**config.mk**
```make
export PLATFORM = sky130hd
export DESIGN_NAME = lsht_queue
export DESIGN_NICKNAME = d
export VERILOG_FILES = /design/src/hw/rtl/lsht_pkg.sv /design/src/hw/rtl/lsht_queue.sv
export SDC_FILE = /design/constraint.sdc
export NUM_CORES = 1
export LEC_CHECK = 0
export ABC_CLOCK_PERIOD_IN_PS = 5900
export BUFFER_PORTS_ARGS = -buffer_cell sky130_fd_sc_hd__buf_2
export CAP_MARGIN = 20
export CORE_MARGIN = 5
export CORE_UTILIZATION = 35
export DETAILED_ROUTE_END_ITERATION = 6
export GPL_ROUTABILITY_DRIVEN = 0
export PLACE_DENSITY = 0.56
export SYNTH_ARGS = -nofsm -noshare
export SYNTH_HDL_FRONTEND = slang
export SYNTH_SLANG_ARGS = --single-unit
```
**constraint.sdc**
```tcl
create_clock -name clk -period 5.9 [get_ports clk]
set_input_delay 1.77 -clock clk [delete_from_list [all_inputs] [get_ports clk]]
set_output_delay 1.77 -clock clk [all_outputs]
set_load 0.01 [all_outputs]
```
**src/hw/rtl/lsht_pkg.sv**
```systemverilog
// ----------------------------------------------------------------------------
// lsht_pkg - shared types and constants of the symbol hash table
// Item layouts, action and kind codes, name and hash helpers.
// ----------------------------------------------------------------------------
package lsht_pkg;

  localparam int SLOT_W_MAX  = 12;  // enough for the largest slot table
  localparam int HASH_W      = 15;
  localparam int RECIP_SHIFT = 30;
  localparam int QUEUE_DEPTH = 2;

  localparam logic REQ_SYMBOL     = 1'b0;
  localparam logic REQ_MEMBER_END = 1'b1;

  localparam logic [2:0] KIND_UNDEF = 3'd0;
  localparam logic [2:0] KIND_ABS   = 3'd1;
  localparam logic [2:0] KIND_TEXT  = 3'd2;
  localparam logic [2:0] KIND_BSS   = 3'd4;

  typedef enum logic [2:0] {
    ACT_INSERTED     = 3'd0,
    ACT_KEPT         = 3'd1,
    ACT_COMMON       = 3'd2,
    ACT_TEXT_IGNORED = 3'd3,
    ACT_DEFINED      = 3'd4
  } action_t;

  typedef struct packed {
    logic                  req_type;
    logic [63:0]           key;
    logic [SLOT_W_MAX-1:0] home;
    logic [2:0]            kind;
    logic [15:0]           value;
    logic                  is_library;
  } work_t;

  typedef struct packed {
    logic [63:0] name;
    logic [2:0]  kind;
    logic [15:0] value;
  } sym_entry_t;

  typedef struct packed {
    logic clear_done;
  } status_t;

  // Keep bytes up to the first zero byte, clear the rest.
  function automatic logic [63:0] canon_name(input logic [63:0] raw);
    logic [63:0] res;
    logic        live;
    res  = '0;
    live = 1'b1;
    for (int i = 0; i < 8; i++) begin
      if (raw[8*i +: 8] == 8'd0) live = 1'b0;
      if (live) res[8*i +: 8] = raw[8*i +: 8];
    end
    return res;
  endfunction

  // Shift-and-add over signed bytes; only the low bits survive the mask.
  function automatic logic [HASH_W-1:0] name_hash(input logic [63:0] raw);
    logic [HASH_W-1:0] h;
    h = '0;
    for (int i = 0; i < 8; i++) begin
      h = {h[HASH_W-2:0], 1'b0} + {{(HASH_W-8){raw[8*i+7]}}, raw[8*i +: 8]};
    end
    return h;
  endfunction

endpackage

```
**src/hw/rtl/lsht_queue.sv**
```systemverilog
// ----------------------------------------------------------------------------
// lsht_queue - short work queue between front and back
// Two-entry FIFO of classified items.
// ----------------------------------------------------------------------------
module lsht_queue (
  input  logic             clk,
  input  logic             rst_n,
  input  logic             push_valid,
  output logic             push_ready,
  input  lsht_pkg::work_t  push_data,
  output logic             pop_valid,
  input  logic             pop_ready,
  output lsht_pkg::work_t  pop_data
);

  localparam int PW = $clog2(lsht_pkg::QUEUE_DEPTH);
  localparam int CW = $clog2(lsht_pkg::QUEUE_DEPTH + 1);

  lsht_pkg::work_t entry_r [lsht_pkg::QUEUE_DEPTH];
  logic [PW-1:0]   wr_ptr_r, rd_ptr_r;
  logic [CW-1:0]   count_r;
  logic            do_push, do_pop;

  assign push_ready = (count_r != CW'(lsht_pkg::QUEUE_DEPTH));
  assign pop_valid  = (count_r != '0);
  assign pop_data   = entry_r[rd_ptr_r];
  assign do_push    = push_valid && push_ready;
  assign do_pop     = pop_valid && pop_ready;

  always_ff @(posedge clk) begin
    if (!rst_n) begin
      wr_ptr_r <= '0;
      rd_ptr_r <= '0;
      count_r  <= '0;
    end else begin
      if (do_push) wr_ptr_r <= wr_ptr_r + 1'b1;
      if (do_pop)  rd_ptr_r <= rd_ptr_r + 1'b1;
      if (do_push && !do_pop)      count_r <= count_r + 1'b1;
      else if (do_pop && !do_push) count_r <= count_r - 1'b1;
    end
  end

  always_ff @(posedge clk) begin
    if (do_push) entry_r[wr_ptr_r] <= push_data;
  end

endmodule

```
==> impl_metrics.ini, run 1 <==
[place]
dp_cells = 793
port-buffer-count = 199
placed_area_sq_um = 8655
dp.final_hpwl_um = 9029

[cells_and_area]
fin_cells = 825
fillCellCount = 1852
area_delta_synth_final_pct = 25.13
fin_area_sq_um = 9209
drive_above_1_share = 0.6055
diodes = 0
final_net_count = 639

[critical_path]
cp.required_ns = 4.13
cp_slowest_cell = dfxtp_4
crit_buf_inv = 2
cp-end-kind = output pin
path_class = reg2out
critPathArrivalTime_ns = 2.15
path_delay_family = buffers and inverters
critPathMaxStageDelay_ns = 0.63
crit_fanout = 40
cp-start-kind = flop
worstPathCellList = buf_4 -> mux2_2 -> buf_2

[route]
drtPass1Iterations = 4
drt_iter0_markers = 153
avgViaCountPerCell = 4.401
ant_nets = 0
post_drt_wl_per_cell_um = 16.42
drc = 0
wirelength_um = 13540
vias = 3631

[global_route]
grt_pass1_wl_um = 20710
antenna_found_initial = 3
grt_pass1_vias = 3948
gr-usage-all-layers = 0.1116
grt_max_degree = 75
grt_overflow = 0

[clock_network]
cts_buffers = 17
cts-root-buf = clkbuf_16
insertion_delay_ns = 0.41
cts.sinks = 199
cts_tree = done
cts_setup_buffers = 0
cts_resized = 0
ctsHoldBuffers = 0
htreeDepth = 4
clk_pin_slew_ns = 0.07
clockBufferDepth = 2

[sta]
rsz0062_at_grt = false
max_freq_mhz = 255.1
setup-tns-final_ns = 0
post-route-period-util = 0.6645
setup-violations-final = 0
slew_headroom = 0.2861
fin_crit_ns = 3.920
slew_viol_final = 0
fin_skew_ns = 0.005920
worst_slew_pin_slew_ns = 1.071
hold_viol_final = 0

[hold_path]
hold_path.class = reg2reg

[power_and_ir_drop]
power.total_w = 0.003857
ir_worst_vdd_v = 0.0003538
powerDensity_nw_per_um2 = 418.9
leakagePower_nw = 3.442

[die]
dieArea_sq_um = 24030
io_pins = 200
die_w_um = 155.0
row_count = 53
start_util = 0.3523
chipHeight_um = 155.0
coreArea_sq_um = 20890

[synthesis]
synthTopCellsByArea = edfxtp_1, mux2_2, mux2_4, dfxtp_1, buf_6
synth_cell_type_count = 21
synth-seq-area-share = 0.8052
mappedNetlistArea_sq_um = 7360
syn-num-nets = 428
synth_top_area_share = 0.7916
synth_area_leader_cell = edfxtp_1
synth.avg_cell_area_sq_um = 22.58
ys_ff_latch = 199
syn_inst = 326
ys_warn_count = 0

[run]
drv_cap = 0

[status]
status = finished, final reports clean
tightest hold or removal path, stage by stage (launching register included):
cell and delay [ns]:
dfxtp_1 0.36, o21ai_0 0.09, a21boi_1 0.06
cell usage after synthesis, drive strengths merged:
cell    count
edfxtp    194
mux2       97
buf        11
dfxtp       5
and2        4
a21boi      2
o21ai       2
xnor2       2
a21bo       1
and3        1
ha          1
inv         1
nand2b      1
nand3b      1
or2         1
or3         1
xor2        1
through the flow:
stage,hold WS [ns],setup slack [ns],util
floorplan,0.5124,1.365,-
global placement,0.5316,2.240,0.4143
detailed placement,0.5454,2.186,0.4143
CTS,0.5640,1.916,0.4409
global route,0.5991,1.830,0.4409
finish,0.5673,1.980,0.4409
layout by cell type (no fill, tap or decap), drive strengths merged:
cell type and instances:
xnor2 2, clkinvlp 2, and2 4, mux2 97, nand2b 1, a21boi 2, and3 1, inv 6
clkinv 5, bufinv 1, or2 1, clkbuf 19, dfxtp 5, or3 1, o21ai 2, ha 1
buf 203, a21bo 1, nand3b 1, edfxtp 194, xor2 1
cell type report:
type	instances	area [sq um]	share of cell area
repair buffers	203	1026	0.1114
multi-input cells	115	1349	0.1465
flip-flops and latches	199	5929	0.6439
clock buffers	19	432.9	0.04701
clock inverters	13	121.4	0.01318
well taps	275	344.1	0.03736
inverters	1	6.256	0.0006793
layer usage:
metal  global-route usage  part of all wire  vias up
li1                     -                 -     1711
met1               0.1332              0.40     1781
met2               0.1851              0.51      118
met3              0.04618             0.077       15
met4              0.03406            0.0092        6
met5                    0            0.0035        -
worst paths after layout:
kind | start | to | slack, ns | cells after the start
max | flop | pop_data[7] | 1.98 | 3
min reg2reg | count_r[1] | count_r[1] | 0.57 | 2
min | count_r[1] | count_r[1] | 0.57 | 2
max reg2reg | count_r[0] | entry_r[0][6] | 3.53 | 4
where the power goes:
group          switching [W]  internal (W)
registers          0.0000724       0.00177
logic               0.000467      0.000459
clock network       0.000502      0.000590
cell families after synthesis:
logic type	Yosys count	synth area share
multiplexers	97	0.1637
adder cells (fa/ha/maj)	1	0.001700
XOR/XNOR	3	0.003571
buffers and inverters	12	0.01224
AO/OA/AOI/OAI	5	0.004760
flip-flops	199	0.8052
AND/OR/NAND/NOR	9	0.008842
registers in the layout, summed over array words and instances (netlist names), named ones only:
register  flops
rd_ptr_r      1
count_r       2
entry_r     194
wr_ptr_r      1
Power figures use the tool's default switching activity.
==> run 2: changes to the inputs <==
Settings changed: ABC_AREA set to 1, ABC_CLOCK_PERIOD_IN_PS 5900 to 3500, PLACE_DENSITY 0.56 to 0.58.
Clock period 5.9 ns to 3.5 ns, I/O delays scaled along.
==> run 2 against run 1 <==
Total power up 69%. Clock power increased by 77%. Combinational power is 62% higher. Final area is 0.77% higher. Sequential cell count stayed put. Sequential power increased by 68%. Clock-buffer cell count shrank 1. Core utilization up 0.34 points. Synthesized cell count rose by 4.0%. Largest power group unchanged.
==> impl_metrics.ini, run 2 <==
[status]
status = finished, final reports clean

[power_and_ir_drop]
leakagePower_nw = 3.495
powerDensity_nw_per_um2 = 702.4
ir_worst_vdd_v = 0.0003092

[clock_network]
ctsHoldBuffers = 0
clk_pin_slew_ns = 0.07
cts_resized = 0
insertion_delay_ns = 0.42
cts.sinks = 199
cts_buffers = 17
cts_tree = done
cts_setup_buffers = 0
clockBufferDepth = 2
cts-root-buf = clkbuf_16
htreeDepth = 4

[critical_path]
cp.required_ns = 2.45
path_delay_family = buffers and inverters
reg2reg_slack_ns = 1.67
worstPathCellList = buf_12 -> mux2_2 -> buf_2
r2r-start = count_r[0]
ff2ff_path_depth = 5
crit_buf_inv = 2
r2r-end = entry_r[0][34]
path_class = reg2out
cp-end-kind = output pin
cp-start-kind = flop
critPathArrivalTime_ns = 1.87
cp_slowest_cell = buf_12
critPathMaxStageDelay_ns = 0.46
crit_fanout = 97

[synthesis]
synthTopCellsByArea = edfxtp_1, mux2_2, mux2_4, dfxtp_1, buf_6
synth.avg_cell_area_sq_um = 21.70
synth_cell_type_count = 15
synth_edf_count = 194
synth_area_leader_cell = edfxtp_1
syn_inst = 339
postSynth.asyncResetShare = 0
synth_top_area_share = 0.7918
mappedNetlistArea_sq_um = 7357
synth-seq-area-share = 0.8054
yosysMostFrequentCell = edfxtp_1
synth_common_cells = edfxtp_1, mux2_2, mux2_4
ys_warn_count = 0
synthFlopType = edfxtp_1
ys_ff_latch = 199
syn-num-nets = 441

[place]
dp_cells = 806
port-buffer-count = 199
dp.final_hpwl_um = 9110
dp_slack_ns = 1.021

[sta]
fin_skew_ns = 0.01288
fin_crit_ns = 2.920
setup-violations-final = 0
worst_slew_pin_slew_ns = 0.7203
max_freq_mhz = 342.5
whs_ns = 0.5030
post-route-period-util = 0.8342
slew_viol_final = 0
hold_viol_final = 0
rsz0062_at_grt = false
setup_ws_ns = 0.5804
slew_headroom = 0.5198
setup-tns-final_ns = 0

[cells_and_area]
diodes = 0
fillCellCount = 1836
multi_input_area_sq_um = 1330
final_net_count = 652
final_cell_mix = buf_2, edfxtp_1, mux2_2, mux2_4, clkbuf_16
fin_cells = 838
final_util = 0.4443
drive_above_1_share = 0.5915
seqCellArea_sq_um = 5929
reg_top3 = entry_r: 194 flops, count_r: 2 flops
largest_reg_flops = 194
layout.cells.most_common = buf_2
regMostFlops = entry_r
area_delta_synth_final_pct = 26.14

[route]
post_drt_wl_per_cell_um = 16.46
drc = 0
drt_iter0_markers = 164
drtPass1Iterations = 4
ant_nets = 0
vias = 3702
avgViaCountPerCell = 4.418
wirelength_um = 13790

[run]
drv_cap = 0

[die]
start_util = 0.3522
coreArea_sq_um = 20890
die_w_um = 155.0
chipHeight_um = 155.0
row_count = 53
io_pins = 200
dieArea_sq_um = 24020

[global_route]
gr-usage-all-layers = 0.1153
grt_pass1_vias = 4115
grt_max_degree = 98
grt_pass1_wl_um = 21510
grt_overflow = 0
antenna_found_initial = 0

[hold_path]
whs_endpoint = rd_ptr_r
hold_path.class = reg2reg
hp-start = rd_ptr_r
min_path_cells = 2
run 2: changes by cell type after synthesis, sizes merged, moves of 2 or more:
cell / previous run / this run
nand2: 0 / 9
and2: 4 / 0
xnor2: 2 / 0
nor2: 0 / 8
a21boi: 2 / 0
inv: 1 / 8
run 2: metrics by stage:
step	area [sq um]	total power (W)
6_report	9280	0.006518
5_1_grt	9280	0.006863
4_1_cts	9280	0.006636
3_5_place_dp	8685	0.004683
3_3_place_gp	8685	0.004646
2_1_floorplan	7362	0.004129
run 2: logic make-up after synthesis:
group                    Yosys count  synth area share
adder cells (fa/ha/maj)            1          0.001700
buffers and inverters             19           0.01582
multiplexers                      97            0.1638
AO/OA/AOI/OAI                      4          0.003061
flip-flops                       199            0.8054
AND/OR/NAND/NOR                   19           0.01020
run 2: routing by layer:
| metal | up-vias | global-route usage | routed length [um] |
|---|---|---|---|
| met4 | 0 | 0.03785 | 193 |
| met1 | 1815 | 0.1328 | 5540 |
| li1 | 1744 | - | - |
| met2 | 128 | 0.1947 | 6847 |
| met3 | 15 | 0.04868 | 1209 |
| met5 | - | 0 | 0 |
run 2: worst max path at each step:
| stage | from | to | slack (ns) | cells after the start |
|---|---|---|---|---|
| final | flop | pop_data[18] | 0.58 | 3 |
| after global routing | flop | pop_data[77] | 0.49 | 3 |
| after CTS | flop | pop_data[18] | 0.55 | 3 |
| after detailed placement | flop | pop_data[18] | 1.02 | 3 |
| after global placement | flop | pop_data[18] | 1.03 | 3 |
| after floorplan | push_valid | entry_r[0][0] | -0.62 | 2 |
run 2: power by group:
part           internal, W  switching (W)  total [W]
combinational     0.000693       0.000808    0.00150
sequential         0.00301      0.0000772    0.00309
clock              0.00102       0.000908    0.00193
run 2: cell type report:
class	instances	share of cell area
timing repair buffer	203	0.1133
sequential	199	0.6389
clock buffer	18	0.04625
clock inverter	14	0.01793
multi-input combinational	121	0.1433
inverter	8	0.003236
tap	275	0.03708
run 2: worst min-delay path, cell delays in order, from the launching register on:
cell	delay [ns]
dfxtp_1	0.33
nor2_1	0.06
nor2_1	0.08
==> run 3: changes to the inputs <==
Settings changed: ABC_CLOCK_PERIOD_IN_PS 3500 to 3010, PLACE_DENSITY 0.58 to 0.56.
Clock period 3.5 ns to 3.01 ns, I/O delays scaled along.
==> run 3 against run 2 <==
Clock skew shrank 0.0049 ns. Largest power group unchanged. Register-to-register slack lost 0.47 ns. Non-clock buffer count grew 4. Sequential share of layout area shrank 0.49 points. Cell count grew 0.48%. Critical path type unchanged. Combinational power grew 17%. First-iteration DRC count shrank 18%. Final area grew 0.77%. Via count grew 0.68%. Die area is the same. Highest routed layer unchanged. Hold slack gained 0.014 ns. Core utilization grew 0.34 points.
==> impl_metrics.ini, run 3 (synthesized netlist as in run 2, its figures left out) <==
[status]
status = finished, final reports clean

[route]
avgViaCountPerCell = 4.426
drt_iter0_markers = 134
drtPass1Iterations = 4
wirelength_um = 14110
post_drt_wl_per_cell_um = 16.75
vias = 3727
ant_nets = 0
drc = 0

[critical_path]
path_class = reg2out
cp.required_ns = 2.11
critPathArrivalTime_ns = 1.77
r2r-start = count_r[0]
cp-start-kind = flop
ff2ff_path_depth = 5
cp-end-kind = output pin
reg2reg_slack_ns = 1.20
r2r-end = entry_r[0][84]
crit_fanout = 38

[global_route]
antenna_found_initial = 0
grt_overflow = 0
grt_max_degree = 51
grt_pass1_vias = 4108
gr-usage-all-layers = 0.1190
grt_pass1_wl_um = 22000

[clock_network]
cts_setup_buffers = 0
cts.sinks = 199
clockBufferDepth = 2
clk_pin_slew_ns = 0.07
cts-root-buf = clkbuf_16
cts_resized = 0
htreeDepth = 4
cts_tree = done
insertion_delay_ns = 0.42
cts_buffers = 17
ctsHoldBuffers = 0

[sta]
slew_viol_final = 0
max_freq_mhz = 374.5
slew_headroom = 0.5640
hold_viol_final = 0
post-route-period-util = 0.8871
fin_crit_ns = 2.670
fin_skew_ns = 0.007974
setup_ws_ns = 0.3399
setup-violations-final = 0
worst_slew_pin_slew_ns = 0.6540
rsz0062_at_grt = false

[cells_and_area]
regMostFlops = entry_r
area_delta_synth_final_pct = 27.11
final_cell_mix = buf_2, edfxtp_1, mux2_2, mux2_4, clkbuf_16
diodes = 0
largest_reg_flops = 194
fillCellCount = 1864
final_net_count = 656
fin_cells = 842
final_util = 0.4477
fin_area_sq_um = 9351
layout.cells.most_common = buf_2
reg_top3 = entry_r: 194 flops, count_r: 2 flops
drive_above_1_share = 0.5926

[place]
port-buffer-count = 199
dp_cells = 810
dp.final_hpwl_um = 9600
placed_area_sq_um = 8752
dp_slack_ns = 0.7258

[power_and_ir_drop]
powerDensity_nw_per_um2 = 821.7
power.total_w = 0.007684
ir_worst_vdd_v = 0.0003807
leakagePower_nw = 3.530

[hold_path]
hold_path.class = reg2reg
min_path_cells = 2
hp-start = rd_ptr_r

[die]
start_util = 0.3522
dieArea_sq_um = 24020
row_count = 53
coreArea_sq_um = 20890
die_w_um = 155.0
io_pins = 200
chipHeight_um = 155.0

[run]
drv_cap = 0
==> run 3: changes by cell type in the layout (fill, tap and decap cells not counted), sizes merged <==
cell and change:
inv -2, bufinv +2, buf +4
==> run 3: worst max-delay path by stage <==
stage	start	endpoint	slack, ns	depth (start not counted)
after global routing	flop	pop_data[11]	0.23	3
final	flop	pop_data[17]	0.34	3
after global placement	push_valid	entry_r[0][69]	0.74	4
after detailed placement	push_valid	entry_r[0][69]	0.73	4
after floorplan	push_valid	entry_r[0][0]	-0.96	2
after CTS	flop	pop_data[82]	0.28	3
==> run 3: per-stage QoR <==
step / TNS [ns] / hold slack [ns]
floorplan: -185.91 / 0.4669
global placement: 0 / 0.4824
detailed placement: 0 / 0.5005
CTS: 0 / 0.5249
global route: 0 / 0.5599
finish: 0 / 0.5173
==> run 3: power breakdown <==
part           switching, W  internal (W)  total (W)
logic              0.000914      0.000844    0.00176
registers          0.000119       0.00350    0.00362
clock network      0.000991       0.00132    0.00231
total               0.00202       0.00566    0.00768
==> run 3: final cells by class <==
type                            count  area (sq um)  area share
Multi-Input combinational cell    121          1330      0.1422
Clock inverter                     14         170.2     0.01820
Clock buffer                       18         429.2     0.04589
Sequential cell                   199          5929      0.6341
Tap cell                          275         344.1     0.03679
Inverter                            8         30.03    0.003211
Timing Repair Buffer              207          1119      0.1196
==> run 3: critical path: stages (launching register included) <==
cell	delay [ns]
dfxtp_4	0.54
buf_12	0.27
mux2_2	0.37
buf_2	0.14
==> run 3: routing by layer <==
metal	vias up	track usage	wire length (um)
met4	0	0.03616	166
met5	-	0	0
li1	1751	-	-
met2	122	0.2042	7138
met3	13	0.05090	1155
met1	1841	0.1350	5645
