File: config.mk
export PLATFORM = sky130hd
export DESIGN_NAME = lsht_front_flat
export DESIGN_NICKNAME = d
export VERILOG_FILES = /design/src/hw/rtl/lsht_pkg.sv /design/src/hw/rtl/lsht_if.sv /design/src/hw/rtl/lsht_front.sv /design/src/flat_wrapper.sv
export SDC_FILE = /design/constraint.sdc
export NUM_CORES = 1
export LEC_CHECK = 0
export BUFFER_PORTS_ARGS = -buffer_cell sky130_fd_sc_hd__buf_2
export CAP_MARGIN = 20
export CORE_MARGIN = 2
export CORE_UTILIZATION = 26
export DETAILED_ROUTE_END_ITERATION = 12
export PLACE_DENSITY = 0.43
export SETUP_SLACK_MARGIN = 0.05
export SLEW_MARGIN = 20
export SYNTH_ARGS = -nofsm -noshare
export SYNTH_HDL_FRONTEND = slang
export SYNTH_SLANG_ARGS = --single-unit
File: constraint.sdc
create_clock -name clk -period 20 [get_ports clk]
set_input_delay 4 -clock clk [delete_from_list [all_inputs] [get_ports clk]]
set_output_delay 4 -clock clk [all_outputs]
set_load 0.02 [all_outputs]
File: src/hw/rtl/lsht_pkg.sv
// ----------------------------------------------------------------------------
// lsht_pkg - shared types and constants of the symbol hash table
// Item layouts, action and kind codes, name and hash helpers.
// ----------------------------------------------------------------------------
package lsht_pkg;

  localparam int SLOT_W_MAX  = 12;  // enough for the largest slot table
  localparam int HASH_W      = 15;
  localparam int RECIP_SHIFT = 30;
  localparam int QUEUE_DEPTH = 2;

  localparam logic REQ_SYMBOL     = 1'b0;
  localparam logic REQ_MEMBER_END = 1'b1;

  localparam logic [2:0] KIND_UNDEF = 3'd0;
  localparam logic [2:0] KIND_ABS   = 3'd1;
  localparam logic [2:0] KIND_TEXT  = 3'd2;
  localparam logic [2:0] KIND_BSS   = 3'd4;

  typedef enum logic [2:0] {
    ACT_INSERTED     = 3'd0,
    ACT_KEPT         = 3'd1,
    ACT_COMMON       = 3'd2,
    ACT_TEXT_IGNORED = 3'd3,
    ACT_DEFINED      = 3'd4
  } action_t;

  typedef struct packed {
    logic                  req_type;
    logic [63:0]           key;
    logic [SLOT_W_MAX-1:0] home;
    logic [2:0]            kind;
    logic [15:0]           value;
    logic                  is_library;
  } work_t;

  typedef struct packed {
    logic [63:0] name;
    logic [2:0]  kind;
    logic [15:0] value;
  } sym_entry_t;

  typedef struct packed {
    logic clear_done;
  } status_t;

  // Keep bytes up to the first zero byte, clear the rest.
  function automatic logic [63:0] canon_name(input logic [63:0] raw);
    logic [63:0] res;
    logic        live;
    res  = '0;
    live = 1'b1;
    for (int i = 0; i < 8; i++) begin
      if (raw[8*i +: 8] == 8'd0) live = 1'b0;
      if (live) res[8*i +: 8] = raw[8*i +: 8];
    end
    return res;
  endfunction

  // Shift-and-add over signed bytes; only the low bits survive the mask.
  function automatic logic [HASH_W-1:0] name_hash(input logic [63:0] raw);
    logic [HASH_W-1:0] h;
    h = '0;
    for (int i = 0; i < 8; i++) begin
      h = {h[HASH_W-2:0], 1'b0} + {{(HASH_W-8){raw[8*i+7]}}, raw[8*i +: 8]};
    end
    return h;
  endfunction

endpackage

File: src/hw/rtl/lsht_if.sv
// ----------------------------------------------------------------------------
// lsht_in_if / lsht_out_if - item channels of the symbol hash table
// Valid/ready channels carrying symbol requests and their results.
// ----------------------------------------------------------------------------
interface lsht_in_if;
  logic        valid;
  logic        ready;
  logic        req_type;
  logic [63:0] sym_name;
  logic [2:0]  sym_kind;
  logic [15:0] sym_value;
  logic        is_library;

  modport source (output valid, req_type, sym_name, sym_kind, sym_value, is_library,
                  input ready);
  modport sink   (input valid, req_type, sym_name, sym_kind, sym_value, is_library,
                  output ready);
endinterface


File: src/hw/rtl/lsht_front.sv
// ----------------------------------------------------------------------------
// lsht_front - request intake and hashing
// Accepts items, canonicalises names, hashes and reduces to the home slot.
// ----------------------------------------------------------------------------
module lsht_front #(
  parameter int SYMBOL_CAPACITY = 501
) (
  input  logic              clk,
  input  logic              rst_n,
  lsht_in_if.sink           in_ch,
  input  lsht_pkg::status_t stat,
  output logic              push_valid,
  input  logic              push_ready,
  output lsht_pkg::work_t   push_data
);

  localparam int HW = lsht_pkg::HASH_W;
  localparam int RS = lsht_pkg::RECIP_SHIFT;
  localparam int PRW = HW + RS;
  localparam logic [RS-1:0] RECIP = RS'((64'd1 << RS) / SYMBOL_CAPACITY);
  localparam logic [HW-1:0] CAP_H = HW'(SYMBOL_CAPACITY);
  localparam int MW = HW + 12;

  logic            a_v_r;
  lsht_pkg::work_t a_item_r;
  logic [HW-1:0]   a_hash_r;
  logic [PRW-1:0]  a_prod_r;

  logic            accept, advance;
  logic [2:0]      kind_norm;
  logic [HW-1:0]   hash_in;
  logic [HW-1:0]   quot;
  logic [MW-1:0]   qmul;
  logic [HW-1:0]   rem0, rem1;

  assign advance     = !a_v_r || push_ready;
  assign in_ch.ready = stat.clear_done && advance;
  assign accept      = in_ch.valid && in_ch.ready;

  // Kind codes above KIND_BSS count as absolute.
  assign kind_norm = (in_ch.sym_kind > lsht_pkg::KIND_BSS) ? lsht_pkg::KIND_ABS
                                                             : in_ch.sym_kind;
  assign hash_in   = lsht_pkg::name_hash(in_ch.sym_name);

  always_ff @(posedge clk) begin
    if (!rst_n) begin
      a_v_r <= 1'b0;
    end else if (advance) begin
      a_v_r <= accept;
    end
  end

  always_ff @(posedge clk) begin
    if (accept) begin
      a_item_r.req_type   <= in_ch.req_type;
      a_item_r.key        <= lsht_pkg::canon_name(in_ch.sym_name);
      a_item_r.home       <= '0;
      a_item_r.kind       <= kind_norm;
      a_item_r.value      <= in_ch.sym_value;
      a_item_r.is_library <= in_ch.is_library;
      a_hash_r            <= hash_in;
      a_prod_r            <= PRW'(hash_in) * PRW'(RECIP);
    end
  end

  // Reciprocal estimate is low by at most one: one correction step.
  assign quot = a_prod_r[PRW-1:RS];
  assign qmul = MW'(quot) * MW'(SYMBOL_CAPACITY);
  assign rem0 = a_hash_r - qmul[HW-1:0];
  assign rem1 = (rem0 >= CAP_H) ? rem0 - CAP_H : rem0;

  always_comb begin
    push_data      = a_item_r;
    push_data.home = lsht_pkg::SLOT_W_MAX'(rem1) + lsht_pkg::SLOT_W_MAX'(2);
  end
  assign push_valid = a_v_r;

endmodule

File: src/flat_wrapper.sv
// flat-port wrapper written by rule: the top's interface ports become plain ports
module lsht_front_flat 
#(
  parameter int SYMBOL_CAPACITY = 501
)
  (clk, rst_n, stat, push_valid, push_ready, push_data, in_ch_valid, in_ch_req_type, in_ch_sym_name, in_ch_sym_kind, in_ch_sym_value, in_ch_is_library, in_ch_ready);
  lsht_in_if in_ch_i ();
  input  logic clk;
  input  logic rst_n;
  input  lsht_pkg::status_t stat;
  output logic push_valid;
  input  logic push_ready;
  output lsht_pkg::work_t push_data;
  input wire logic [$bits(in_ch_i.valid)-1:0] in_ch_valid;
  input wire logic [$bits(in_ch_i.req_type)-1:0] in_ch_req_type;
  input wire logic [$bits(in_ch_i.sym_name)-1:0] in_ch_sym_name;
  input wire logic [$bits(in_ch_i.sym_kind)-1:0] in_ch_sym_kind;
  input wire logic [$bits(in_ch_i.sym_value)-1:0] in_ch_sym_value;
  input wire logic [$bits(in_ch_i.is_library)-1:0] in_ch_is_library;
  output wire logic [$bits(in_ch_i.ready)-1:0] in_ch_ready;
  assign in_ch_i.valid = in_ch_valid;
  assign in_ch_i.req_type = in_ch_req_type;
  assign in_ch_i.sym_name = in_ch_sym_name;
  assign in_ch_i.sym_kind = in_ch_sym_kind;
  assign in_ch_i.sym_value = in_ch_sym_value;
  assign in_ch_i.is_library = in_ch_is_library;
  assign in_ch_ready = in_ch_i.ready;
  lsht_front #(.SYMBOL_CAPACITY(SYMBOL_CAPACITY)) u_core (.clk(clk), .rst_n(rst_n), .in_ch(in_ch_i), .stat(stat), .push_valid(push_valid), .push_ready(push_ready), .push_data(push_data));
endmodule
==> results of run 1 <==
sequential cells by signal, indices dropped and copies added (netlist names):
signal	cells
u_core.a_hash_r	15
u_core.a_prod_r	7
u_core.push_data	85
u_core.push_valid	1
layer usage:
layer  vias to the layer above  part of all wire [%]  GRT usage [%]
met4                         0                   1.0          1.887
met1                      4844                    48          17.17
met3                        20                   2.6          1.851
met5                         -                     0              0
li1                       5122                     -              -
met2                       121                    48          21.47
final timing paths:
path | slack, ps | depth (start not counted) | to
setup / recovery | 4320 | 50 | u_core.a_prod_r[35]$_DFFE_PP_
hold / removal | 510 | 2 | u_core.push_valid$_SDFFE_PN0N_
hold reg to reg | 510 | 2 | u_core.push_valid$_SDFFE_PN0N_
setup reg to reg | 17660 | 5 | u_core.push_data[86]$_SDFFCE_PN0P_
logic make-up after synthesis:
kind of cell / Yosys count / synth area share, %
buffers and inverters: 289 / 7.673
xor gates and xnor gates: 96 / 5.966
AOI/OAI and AO/OA: 219 / 10.98
adders and majority gates: 374 / 40.14
muxes: 9 / 0.7039
DFF: 108 / 22.74
and+or+nand+nor: 303 / 11.80
metrics by stage:
| step | utilization (%) | std cells | setup slack [ps] | hold WS, ps | instance area, um^2 |
|---|---|---|---|---|---|
| 3_3_place_gp | 29.79 | 2278 | 4078 | 494.6 | 16060 |
| 4_1_cts | 30.35 | 2295 | 4222 | 512.5 | 16370 |
| 6_report | 30.36 | 2296 | 4324 | 507.6 | 16370 |
| 3_5_place_dp | 29.80 | 2279 | 3847 | 498.1 | 16070 |
| 5_1_grt | 30.36 | 2296 | 3244 | 541.5 | 16370 |
| 2_1_floorplan | - | 1398 | 5105 | 567.4 | 14220 |
tightest hold or removal path: stages (launching register included):
cell and delay (ps):
dfxtp_1 320, nand2b_1 70, a21boi_0 70
synthesized netlist by cell type, drive strengths merged, types with 3 or more instances:
master / instances / area (um^2)
nand3b: 3 / 22.52
fa: 137 / 2743
a211oi: 11 / 95.09
a2111oi: 5 / 62.56
o31ai: 4 / 30.03
or2: 7 / 43.79
a41oi: 3 / 26.28
nor2b: 19 / 118.9
xor2: 17 / 148.9
o21bai: 6 / 45.04
nand2b: 10 / 65.06
ha: 237 / 2965
and3: 11 / 68.82
mux2i: 4 / 40.04
o211a: 5 / 50.05
a21oi: 58 / 290.3
nor3b: 6 / 67.57
clkbuf: 10 / 37.54
o31a: 3 / 26.28
a21o: 26 / 195.2
buf: 3 / 17.52
inv: 276 / 1036
or3: 6 / 37.54
and2: 63 / 394.1
a221oi: 3 / 32.53
o21ai: 31 / 155.1
mux2: 5 / 60.05
nand3: 20 / 100.1
xnor2: 79 / 699.4
nor2: 66 / 255.2
o21a: 16 / 120.1
a31oi: 9 / 75.08
o41ai: 6 / 52.55
o211ai: 5 / 37.54
nand4: 6 / 43.79
nor3: 20 / 100.1
nor4: 14 / 102.6
nand2: 41 / 156.4
edfxtp: 107 / 3213
a21boi: 15 / 123.9
area by class of cell:
| class | instances | share of cell area [%] |
|---|---|---|
| sequential | 108 | 19.75 |
| clock inverter | 7 | 0.4433 |
| antenna | 1 | 0.01529 |
| tap | 696 | 5.320 |
| multi-input combinational | 1001 | 60.54 |
| clock buffer | 9 | 1.376 |
| timing repair buffer | 198 | 6.207 |
| inverter | 276 | 6.344 |
==> impl_metrics.toml, run 1 <==
[drt]
drc = 0
num_vias = 10110
ant_nets = 0
finalWirelength_um = 34760
drt-initial-drc-count = 404
via_per_inst = 4.402
wl_per_cell_um = 15.14
firstDrtPassIters = 6

[global_routing]
track_usage_pct = 12.58
grt_max_degree = 62
antenna_found_initial = 1
gr-total-overflow = 0
grt_pass1_wl_um = 56500
first_global_vias = 10530

[floorplan]
chipWidth_um = 237.9
rows = 85
num_io_pins = 189
dieArea_mm2 = 0.05658
core_area_mm2 = 0.05392
initial_core_util_pct = 26.37
die_h_um = 237.9

[clock_tree]
clkTransAtPathRegs_ps = 90
ctsResizeCount = 0
cts_setup_buffers = 0
cts_tree = "done"
hold_buffers = 0
clock_latency_ps = 370
cts_buffer_depth = 2
clock_tree.root_cell = "clkbuf_16"
cts_made_buffers = 9
clock-sinks = 108
cts.htree.levels = 3

[logic_synthesis]
syn-cell-area_mm2 = 0.01422
synth_area_per_cell_um2 = 10.17
synth_ff_type = "edfxtp_1"
netlist-cell-type-count = 77
ys_ff_latch = 108
yosysSeqAreaShare_pct = 22.74
syn_nets = 1862
async_flop_share_pct = 0
synth-edff-count = 107
synth_cells = 1398
synth_warnings = 0

[sta]
fin_crit_ps = 15680
max_freq_mhz = 63.79
worst_slew_margin_rel_pct = 34.09
finalHoldViolCount = 0
setup_viol = 0
slew_viol_final = 0
fin_crit_sh_pct = 78.38
tns_ps = 0
rsz0062_at_grt = "false"
fin_worst_skew_ps = 10.57
tightest_slew_ps = 981.5

[outcome]
status = "finished, final reports clean"

[final_layout]
drive_gt1_share_pct = 15.51
multi_input_area_mm2 = 0.009911
final_cell_mix = "275 x inv_1, 237 x ha_1, 188 x buf_2"
nFillCells = 5648
area_growth_pct = 15.12
final_nets = 2058
regArea_mm2 = 0.003233
final_common_cell = "inv_1"

[critical_path]
crit_fanout = 6
slowest_stage = "fa_1"
crit_required_ps = 20190
critPathTopFamily = "adder cells"
start_kind = "input pin"
critPathLaunch = "in_ch_sym_name[0]"
arrival_ps = 15870
reg2reg_from = "u_core.push_valid$_SDFFE_PN0N_"
critPathBufInv = 4
end_kind = "flip-flop"
path_class = "input pin to flip-flop"
path_common_cell = "ha_1"
max_stage_delay_ps = 630

[min_path]
worstHoldStart = "u_core.push_valid$_SDFFE_PN0N_"
hold_path.class = "flip-flop to flip-flop"

[placement]
dpl.hpwl_um = 29600
io_buffers = 188
gp_congestion = 0.8038

[job]
cap_viol_max_count = 0
Power of run 1 is left out: the tool's default activity adds up to more than one toggle a clock period on the data nets, which glitch-free logic cannot reach.
==> run 2: changes to the inputs <==
Clock period 20 ns to 15.1 ns, I/O delays scaled along.
==> run 2 against run 1 <==
  * Count of clock-buffer cells in the layout increased by 1
  * Flip-flop and latch count stayed put
  * Sequential share of layout area decreased by 0.084 points
  * Worst hold slack better by 20 ps
  * Design area up 0.43%
  * Die area stayed put
  * Critical endpoint is now u_core.a_prod_r[34]$_DFFE_PP_
  * Highest routed layer unchanged
==> impl_metrics.toml, run 2 (synthesis results as in run 1) <==
[sta]
fin_ws_ps = 894.0
max_freq_mhz = 70.39
fin_crit_sh_pct = 94.08
tns_ps = 0
tightest_slew_ps = 886.6
slew_viol_final = 0
setup_viol = 0
worst_slew_margin_rel_pct = 40.60
fin_crit_ps = 14210
fin_worst_skew_ps = 9.300
finalHoldViolCount = 0
rsz0062_at_grt = "true"

[clock_tree]
clkTransAtPathRegs_ps = 80
cts_made_buffers = 9
clock-sinks = 108
cts_buffer_depth = 2
cts_tree = "done"
ctsResizeCount = 0
cts_setup_buffers = 0
clock_tree.root_cell = "clkbuf_16"
hold_buffers = 0
clock_latency_ps = 380
cts.htree.levels = 3

[final_layout]
largest_register_ffs = 85
final_util_pct = 30.49
drive_gt1_share_pct = 16.04
final_nets = 2061
area_growth_pct = 15.61
final_common_cell = "inv_1"
diodes = 0
final_cell_mix = "275 x inv_1, 237 x ha_1, 188 x buf_2"

[job]
cap_viol_max_count = 0

[critical_path]
crit_fanout = 5
path_class = "input pin to flip-flop"
path_common_cell = "ha_1"
slowest_stage = "fa_1"
start_kind = "input pin"
max_stage_delay_ps = 610
arrival_ps = 14320
end_kind = "flip-flop"
crit_required_ps = 15220

[outcome]
status = "finished, final reports clean"

[min_path]
hold_path.class = "flip-flop to flip-flop"

[global_routing]
track_usage_pct = 12.62
globalRouteMet1Util_pct = 17.31
antenna_found_initial = 0
grt_pass1_wl_um = 56670
gr-total-overflow = 0
first_global_vias = 10430
busiest_layer = "met2"
gr-usage-met3_pct = 2.013
gr-usage-met2_pct = 21.28
grt_max_degree = 64

[drt]
num_vias = 10080
via_per_inst = 4.386
ant_nets = 0
drc = 0
firstDrtPassIters = 5
finalWirelength_um = 34900
drt-initial-drc-count = 359
wl_per_cell_um = 15.19

[floorplan]
core_area_mm2 = 0.05392
die_h_um = 237.9
dieArea_mm2 = 0.05658
rows = 85
chipWidth_um = 237.9
num_io_pins = 189
initial_core_util_pct = 26.37

[placement]
io_buffers = 188
dpl.hpwl_um = 29960
gp_congestion = 0.8263
dp_slack_ps = 126.1
## run 2: final cells by class
class | instances | area [um^2]
clock inverters | 6 | 82.58
flip-flops and latches | 108 | 3233
fillers | 5626 | 37480
repair buffers | 201 | 1039
multi-input cells | 1001 | 9947
inverters | 276 | 1039
well taps | 696 | 870.8
clock buffers | 10 | 229.0
## run 2: final timing paths
kind,startpoint,endpoint,slack [ps],depth (start not counted)
worst max-delay path,in_ch_sym_name[0],u_core.a_prod_r[34]$_DFFE_PP_,890,49
worst min-delay path,u_core.push_valid$_SDFFE_PN0N_,u_core.push_valid$_SDFFE_PN0N_,530,2
worst max register to register,u_core.push_valid$_SDFFE_PN0N_,u_core.push_data[89]$_SDFFCE_PN0P_,12760,5
worst min register to register,u_core.push_valid$_SDFFE_PN0N_,u_core.push_valid$_SDFFE_PN0N_,530,2
## run 2: through the flow
stage	instances	hold WS, ps	instance area, um^2
global route	2298	539.9	16440
finish	2298	527.6	16440
floorplan	1398	567.4	14220
CTS	2298	528.3	16410
global placement	2282	497.4	16100
detailed placement	2282	511.7	16100
## run 2: worst max-delay path: cells and delay by family
| family | cells | cell delay, ps |
|---|---|---|
| AND/OR/NAND/NOR | 11 | 1810 |
| XOR/XNOR | 6 | 730 |
| adder cells (fa/ha/maj) | 15 | 6220 |
| buffers and inverters | 4 | 260 |
| AO/OA/AOI/OAI | 13 | 2250 |
## run 2: per-layer routing
layer,up-vias,part of all wire [%]
met3,13,2.8
met5,-,0
met4,0,0.74
li1,5131,-
met1,4804,49
met2,132,48
Power of run 2 is left out for the same reason.
==> run 3: changes to the inputs <==
--- a/config.mk
+++ b/config.mk
@@ -10,5 +10,5 @@
 export CORE_MARGIN = 2
-export CORE_UTILIZATION = 26
+export CORE_UTILIZATION = 55
 export DETAILED_ROUTE_END_ITERATION = 12
-export PLACE_DENSITY = 0.43
+export PLACE_DENSITY = 0.78
 export SETUP_SLACK_MARGIN = 0.05
--- a/constraint.sdc
+++ b/constraint.sdc
@@ -3,2 +3,2 @@
 set_output_delay 3.02 -clock clk [all_outputs]
-set_load 0.02 [all_outputs]
+set_load 0.05 [all_outputs]
==> run 3 against run 2 <==
  * Flip-flop and latch count unchanged
  * Cell count is 16% lower
  * First-iteration DRC count is 41% higher
  * Wire length decreased by 13%
  * Global-route usage is 11 points higher
  * Critical path type unchanged
  * Largest cell class unchanged
  * Highest routed layer unchanged
==> impl_metrics.toml, run 3 (synthesis results as in run 1) <==
[global_routing]
antenna_found_initial = 0
track_usage_pct = 23.19
grt_pass1_wl_um = 50540
first_global_vias = 10850
grt_max_degree = 73
gr-total-overflow = 0

[floorplan]
chipWidth_um = 164.8
num_io_pins = 189
die_h_um = 164.8
rows = 58
initial_core_util_pct = 56.31
core_area_mm2 = 0.02525
dieArea_mm2 = 0.02716

[drt]
firstDrtPassIters = 5
finalWirelength_um = 30430
ant_nets = 0
num_vias = 10460
drc = 0
wl_per_cell_um = 15.76
drt-initial-drc-count = 507
via_per_inst = 5.419

[critical_path]
crit_fanout = 6
critPathLaunch = "in_ch_sym_name[0]"
path_common_cell = "ha_1"
r2r_setup_slack_ps = 12840
reg2reg_from = "u_core.push_valid$_SDFFE_PN0N_"
start_kind = "input pin"
path_class = "input pin to flip-flop"
end_kind = "flip-flop"
slowest_stage = "fa_1"
arrival_ps = 14360
crit_required_ps = 15220
max_stage_delay_ps = 610

[sta]
fin_worst_skew_ps = 7.187
tns_ps = 0
fin_crit_ps = 14250
setup_viol = 0
finalHoldViolCount = 0
slew_viol_final = 0
rsz0062_at_grt = "false"
worst_slew_margin_rel_pct = 21.41
max_freq_mhz = 70.19
tightest_slew_ps = 1170
fin_crit_sh_pct = 94.35

[clock_tree]
cts_tree = "done"
cts_buffer_depth = 2
clkTransAtPathRegs_ps = 80
cts_setup_buffers = 0
clock-sinks = 108
cts.htree.levels = 3
clock_latency_ps = 360
clock_tree.root_cell = "clkbuf_16"
cts_made_buffers = 9

[min_path]
hold_path.class = "flip-flop to flip-flop"
worstHoldStart = "u_core.push_valid$_SDFFE_PN0N_"

[outcome]
status = "finished, final reports clean"

[placement]
placedCellCount = 1915
io_buffers = 188
gp_congestion = 0.9273
dpl.hpwl_um = 25720

[final_layout]
final_nets = 2060
final_util_pct = 63.11
drive_gt1_share_pct = 15.68
diodes = 0
largest_register_ffs = 85
fin_cells = 1931
final_common_cell = "inv_1"
area_growth_pct = 12.09
final_cell_mix = "275 x inv_1, 237 x ha_1, 188 x buf_2"
nFillCells = 2032

[job]
cap_viol_max_count = 0
[run 3: path summary, 6_finish.rpt]
kind,endpoint,cells after the start
hold reg to reg,u_core.push_valid$_SDFFE_PN0N_,2
setup reg to reg,u_core.push_data[84]$_SDFFCE_PN0P_,5
setup / recovery,u_core.a_prod_r[34]$_DFFE_PP_,49
hold / removal,u_core.push_valid$_SDFFE_PN0N_,2
[run 3: per-stage QoR]
stage / area (um^2) / hold slack, ps / setup WS [ps]
2_1_floorplan: 14220 / 718.1 / 1185
5_1_grt: 15940 / 563.7 / 109.9
3_5_place_dp: 15610 / 509.1 / 1.254
6_report: 15940 / 518.7 / 852.7
4_1_cts: 15930 / 521.2 / 331.9
3_3_place_gp: 15610 / 485.6 / 411.9
[run 3: repair_timing]
item | in CTS | in global routing
setup endpoints to repair | 0 | 5
hold buffers | 0 | 0
gates resized for setup | 0 | 4
[run 3: critical path: cells and delay by family]
family	cells	cell delay (ps)
adders and majority gates	15	6210
and+or+nand+nor	13	2080
AOI/OAI and AO/OA	11	2070
xor gates and xnor gates	6	740
buffers and inverters	4	260
[run 3: routing by layer]
layer,up-vias,GRT usage [%],routed length [um]
met4,0,4.664,380
li1,5128,-,-
met1,5051,30.76,13500
met5,-,0,0
met2,251,40.60,14950
met3,34,3.415,1596
[run 3: cell type report]
class                           instances  area (um^2)  share of cell area, %
Multi-Input combinational cell       1001         9907                  62.16
Sequential cell                       108         3233                  20.28
Inverter                              276         1039                  6.515
Timing Repair Buffer                  200         1031                  6.468
Tap cell                              330        412.9                  2.590
Clock buffer                            9        225.2                  1.413
Clock inverter                          7        91.34                 0.5730
Power of run 3 is left out for the same reason.
